==> src/hw/rtl/radius_vertex_weld_table_top_macros.svh <==
// Assertion macros for the vertex weld table; clocked on clk_i, reset rst_ni.
`ifndef RADIUS_VERTEX_WELD_TABLE_TOP_MACROS_SVH
`define RADIUS_VERTEX_WELD_TABLE_TOP_MACROS_SVH

// Same-cycle implication.
`define RVWT_ASSERT_IMPL(label, ante, cons, msg) \
  label: assert property (@(posedge clk_i) disable iff (!rst_ni) (ante) |-> (cons)) \
    else $error(msg);

// Next-cycle implication.
`define RVWT_ASSERT_NEXT(label, ante, cons, msg) \
  label: assert property (@(posedge clk_i) disable iff (!rst_ni) (ante) |=> (cons)) \
    else $error(msg);

`endif

==> src/hw/rtl/rvwt_ram.sv <==
// ---------------------------------------------------------------------------
// rvwt_ram
// Generic single-write, single-read RAM with registered read data.
// ---------------------------------------------------------------------------
`default_nettype none

module rvwt_ram #(
  parameter int WIDTH  = 32,
  parameter int DEPTH  = 64,
  parameter int ADDR_W = 6
) (
  input  wire logic              clk_i,
  input  wire logic              we_i,
  input  wire logic [ADDR_W-1:0] waddr_i,
  input  wire logic [WIDTH-1:0]  wdata_i,
  input  wire logic [ADDR_W-1:0] raddr_i,
  output logic      [WIDTH-1:0]  rdata_o
);

  logic [WIDTH-1:0] mem [DEPTH];

  // Write, then register the read word
  always_ff @(posedge clk_i) begin
    if (we_i) begin
      mem[waddr_i] <= wdata_i;
    end
    rdata_o <= mem[raddr_i];
  end

endmodule

`default_nettype wire

==> config.mk <==
export PLATFORM = sky130hd
export DESIGN_NAME = rvwt_ram
export DESIGN_NICKNAME = d
export VERILOG_FILES = /design/src/hw/rtl/radius_vertex_weld_table_top_macros.svh /design/src/hw/rtl/rvwt_ram.sv
export SDC_FILE = /design/constraint.sdc
export NUM_CORES = 2
export LEC_CHECK = 0
export BUFFER_PORTS_ARGS = -buffer_cell sky130_fd_sc_hd__buf_2
export CELL_PAD_IN_SITES_DETAIL_PLACEMENT = 1
export CELL_PAD_IN_SITES_GLOBAL_PLACEMENT = 2
export CORE_AREA = 2 2 417 419
export CTS_CLUSTER_DIAMETER = 40
export DETAILED_ROUTE_END_ITERATION = 8
export DIE_AREA = 0 0 419 421
export GPL_ROUTABILITY_DRIVEN = 0
export PLACE_DENSITY = 0.72
export SETUP_SLACK_MARGIN = 0.4
export SLEW_MARGIN = 20
export SYNTH_ARGS = -nofsm -noshare
export SYNTH_HDL_FRONTEND = slang
export SYNTH_SLANG_ARGS = --single-unit
==> constraint.sdc <==
create_clock -name clk_i -period 4.8 [get_ports clk_i]
set_input_delay 1.44 -clock clk_i [delete_from_list [all_inputs] [get_ports clk_i]]
set_output_delay 1.44 -clock clk_i [all_outputs]
set_load 0.05 [all_outputs]
# Yosys cells after proc, flatten, opt, wreduce, memory -nomap -nowiden
# Memories as Yosys holds them, arrays and structs flattened. A register that Yosys moved wholly into a read port is not among the register bits.
# Index checks and enable logic that the tools add are counted.
# word_totals
wordCells,3
mem_bits_rw,2048
output_inout_bits,32
regBits,0
n_memories,1
in_bits,46
# classes
muxes,2
# mem_list
name,words,word_bits,rd,rd_clocked_by_memory_dff,wr,line_no,rtl
mem,64,32,1,1,1,rvwt_ram.sv:20,logic [WIDTH-1:0] mem [DEPTH];
# op_table
op,count
$mux 1,2

# Longest topological paths before layout
# depth
word_depth,2
ltp_mapped,10
mapped_depth_nobuf,5

# Worst setup path after synthesis
# OpenSTA, ideal clock, no wires.
# synth_path
kind,input to register
start,in waddr_i[3]
end,mem mem[48][0] (enable)
required_time_ns,4.339
path_buffers,1
setup_slack_ns,0.200
t_arrival_ns,4.139
stages,4
cell_sequence,clkbuf_1 > nor2b_1 > nand4b_1 > nor3_1
# synth_lines
item,line_no,rtl
start: declaration,rvwt_ram.sv:14,"input wire logic [ADDR_W-1:0] waddr_i,"
end: declaration,rvwt_ram.sv:20,
# Straight into the memory's write port.

==> parameters.txt <==
Parameter                              Value

Status
  Run status ... finished clean

Yosys
  Mapped cell area ... 78,500 um2
  Flip-flop and latch count after synthesis ... 2,080
  Number of cells produced by synthesis ... 3,324
  Syn. warnings ... 0
  Top_reg_cell synth ... edfxtp_1
  Area share of the largest cell type after synthesis ... 78.3%
  Unique cell type count in the Yosys netlist ... 34
  Number of enable flip-flop cells after synthesis ... 2,048
  Proportion of synthesized flip-flops having asynchronous set or reset ... 0%
  Cell types with the highest counts after synthesis ... edfxtp_1 (2,048), mux4_2 (544), nor2_1 (137)
  Nets in the synthesized netlist ... 3,370
  Portion of the post-synthesis area used by sequential elements ... 79.1%
  Post-Synthesis Mean Instance Area ... 23.6 um2
  Cell taking the most area after synthesis ... edfxtp_1
  Most frequently used cell type in the post-synthesis netlist ... edfxtp_1
  Top cells by area in the synthesized netlist ... edfxtp_1 (78%), mux4_2 (16%), mux2i_1 (1.2%), dfxtp_1 (0.82%), o22ai_1 (0.67%)

Clock network
  Latest clock arrival within the worst-skew pair ... 0.95 ns
  Root Buffer ... clkbuf_16
  Post-cts sizing count ... 0
  Inserted Clock Buffers ... 297
  CTS tree ... built
  CTS sink count ... 2,080
  Post-CTS setup buffers ... 0
  Clock transition at the registers of the reported paths ... 0.06 ns
  CTS Buffer Depth ... 4
  Hold buffers post-CTS ... 0
  H-tree lvl count ... 5

GRT
  Largest net degree at the start of global routing ... 65
  Global route overflow ... 0
  Vias in the first global route ... 40,600
  Tot GR Track Use ... 24.9%
  Antenna violations before repair ... 10
  Global-route wire length before repair ... 308,000 um

Flow run
  Max capacitance violation total ... 0

Detailed routing
  Number of vias in the routed layout ... 38,400
  DR vias/cell ... 6.14
  Routed wire length per instance ... 34.7 um
  Post-DRT Antenna Nets ... 0
  DRC violations left ... 0
  Number of DRC markers after the initial detailed-route iteration ... 4,668
  Pre-antenna DRT Iters ... 5
  Total Routed Length ... 217,000 um

STA
  Min Clock Period, post-route ... 3.42 ns
  Slew of the pin with the lowest slew margin ... 1.11 ns
  Final count of pins violating max slew ... 0
  Max Freq ... 0.292 GHz
  Final clock period utilization by the worst path ... 71.3%
  Summed negative setup slack over all endpoints ... 0 ns
  Total count of hold-check failures in the final report ... 0
  Final Setup Violations ... 0
  Unrepaired setup endpoints after global routing ... false
  Setup clock skew after layout ... 0.0836 ns
  Headroom to the max-slew limit ... 26.0%

Setup path
  Origin of the worst setup path ... raddr_i[1]
  CP Launch Type ... input pin
  Worst path required time ... 5.55 ns
  Critical path, cell by cell ... buf_8 > buf_4 > buf_4 > mux4_2 > mux4_2 > o22ai_1 > nor2_1
  Crit path arrival time ... 4.17 ns
  CP Buf/Inv Count ... 3
  Crit Path Class ... input pin to register
  Critical register-to-register path startpoint ... mem[31][24]
  Cell type group with the largest total delay on the critical path ... buffers and inverters
  Max incr delay on CP ... 0.63 ns
  Cell type of the slowest stage on the worst timing path ... o22ai_1
  Crit Path Max Fanout ... 37
  Setup crit end kind ... register

Placement
  Count of input and output buffers ... 77
  Detailed placement HPWL ... 116,000 um

Cells and area
  Signed area change from the synthesized netlist to the final layout ... 19.3%
  Number of nets in the layout ... 3,743
  Layout cell share with drive strength beyond 1 ... 34.1%
  Count of fill cells added during filler insertion ... 14,400

Power and ir drop
  Power density of the placed cells ... 474 nW/um2
  Internal power component ... 34,900 uW
  Clock network power share ... 50.1%
  Part of the total power dissipated in sequential elements ... 45.5%
  Switching power summed over all nets ... 9510 uW
  Leakage component of the power ... 0.0297 uW
  Highest ir drop seen on vdd ... 0.000365 V
  Final Total Pwr ... 44,400 uW
  Fraction of power spent switching nets ... 21.4%
  Proportion of power drawn by combinational gates ... 4.4%

Worst hold path
  HP Start ... mem[29][20]
  HP Class ... register to register

Floorplan
  Site row count ... 153
  Core area ... 172,000 um2
  Number of primary I/O pins ... 78
  Starting density of the core ... 45.5%
  Die height ... 421 um
  Die ar. ... 176,000 um2
  Die span in x ... 419 um
-- power by group through the flow --
stage | registers [uW] | logic, uW | clock network [uW]
3_3_place_gp | 20600 | 1950 | 0
5_1_grt | 20200 | 2080 | 23200
3_5_place_dp | 20600 | 1980 | 0
4_1_cts | 20200 | 1990 | 22500
6_report | 20200 | 1970 | 22300
2_1_floorplan | 20700 | 978 | 0
-- layer usage --
metal | share of wire [%] | GRT usage [%] | vias up
li1 | - | - | 15100
met2 | 48 | 39.0 | 1843
met5 | 0.011 | 0 | -
met4 | 2.9 | 7.54 | 4
met1 | 41 | 35.7 | 21100
met3 | 8.2 | 4.68 | 330
-- sequential cells by signal, indices dropped and copies added, names as in the netlist --
register	cells
rdata_o	32
mem	2048
-- layout by cell type (no fill, tap or decap), drive strengths merged --
master    netlist  final
and2            2      2
bufinv          0     43
clkbuf         74    349
or3b            5      5
a22oi          12     12
nand3           5      5
nand3b          5      5
o22ai          84     84
nand2b          8      8
nand2          26     26
mux4          544    544
inv             0     38
a31oi           1      1
dfxtp          32     32
o32ai           4      4
a311oi          8      8
nand4           2      2
and3            4      4
a41o            4      4
or3             3      3
edfxtp       2048   2048
nor2b          15     15
or2             3      3
diode           0      5
o221ai         27     27
nor3            7      7
mux2i          93     93
buf           108    256
nor2          137    137
nand4b          1      1
clkinvlp        0     27
a21oi          62     62
clkinv          0     64
-- worst min-delay path, delay by kind of cell, from the launching register on --
family | cells | cell delay, ns
AOI/OAI and AO/OA | 1 | 0.10
muxes | 1 | 0.07
DFF | 1 | 0.33
and+or+nand+nor | 2 | 0.23
-- stage by stage --
stage / utilization, % / hold WS [ns] / worst slack (ns) / area, um2 / cells
floorplan: - / 0.663 / 0.708 / 78500 / 3324
CTS: 54.3 / 0.780 / 1.31 / 93600 / 6244
global route: 54.3 / 0.800 / 1.38 / 93700 / 6244
detailed placement: 48.4 / 0.774 / 0.415 / 83500 / 5723
global placement: 48.4 / 0.739 / 0.467 / 83500 / 5723
finish: 54.3 / 0.773 / 1.38 / 93700 / 6249
-- cells by family (layout without fill, tap and decap cells) --
family                 after synthesis  after routing  synth area share, %
flip-flops                        2080           2080                 79.1
multiplexers                       637            637                 16.8
AO/OA/AOI/OAI                      202            202                 1.67
AND/OR/NAND/NOR                    223            223                 1.27
other                                0              5                    0
buffers and inverters              182            777                 1.13
-- path summary, 6_finish.rpt --
check	to	slack, ns	cells after the start
setup / recovery	rdata_o[5]	1.38	7
hold / removal	rdata_o[20]	0.77	4
setup reg to reg	rdata_o[24]	2.39	4
hold reg to reg	rdata_o[20]	0.77	4
-- final cells by class --
cell class	instances	area [um2]	share of cell area, %
repair buffers	256	2530	2.70
multi-input cells	1062	16000	17.1
diodes	5	12.5	0.0134
clock inverters	172	2250	2.40
flip-flops and latches	2080	62100	66.3
clock buffers	349	7850	8.38
well taps	2325	2910	3.11
(Power assumes the default switching activity.)
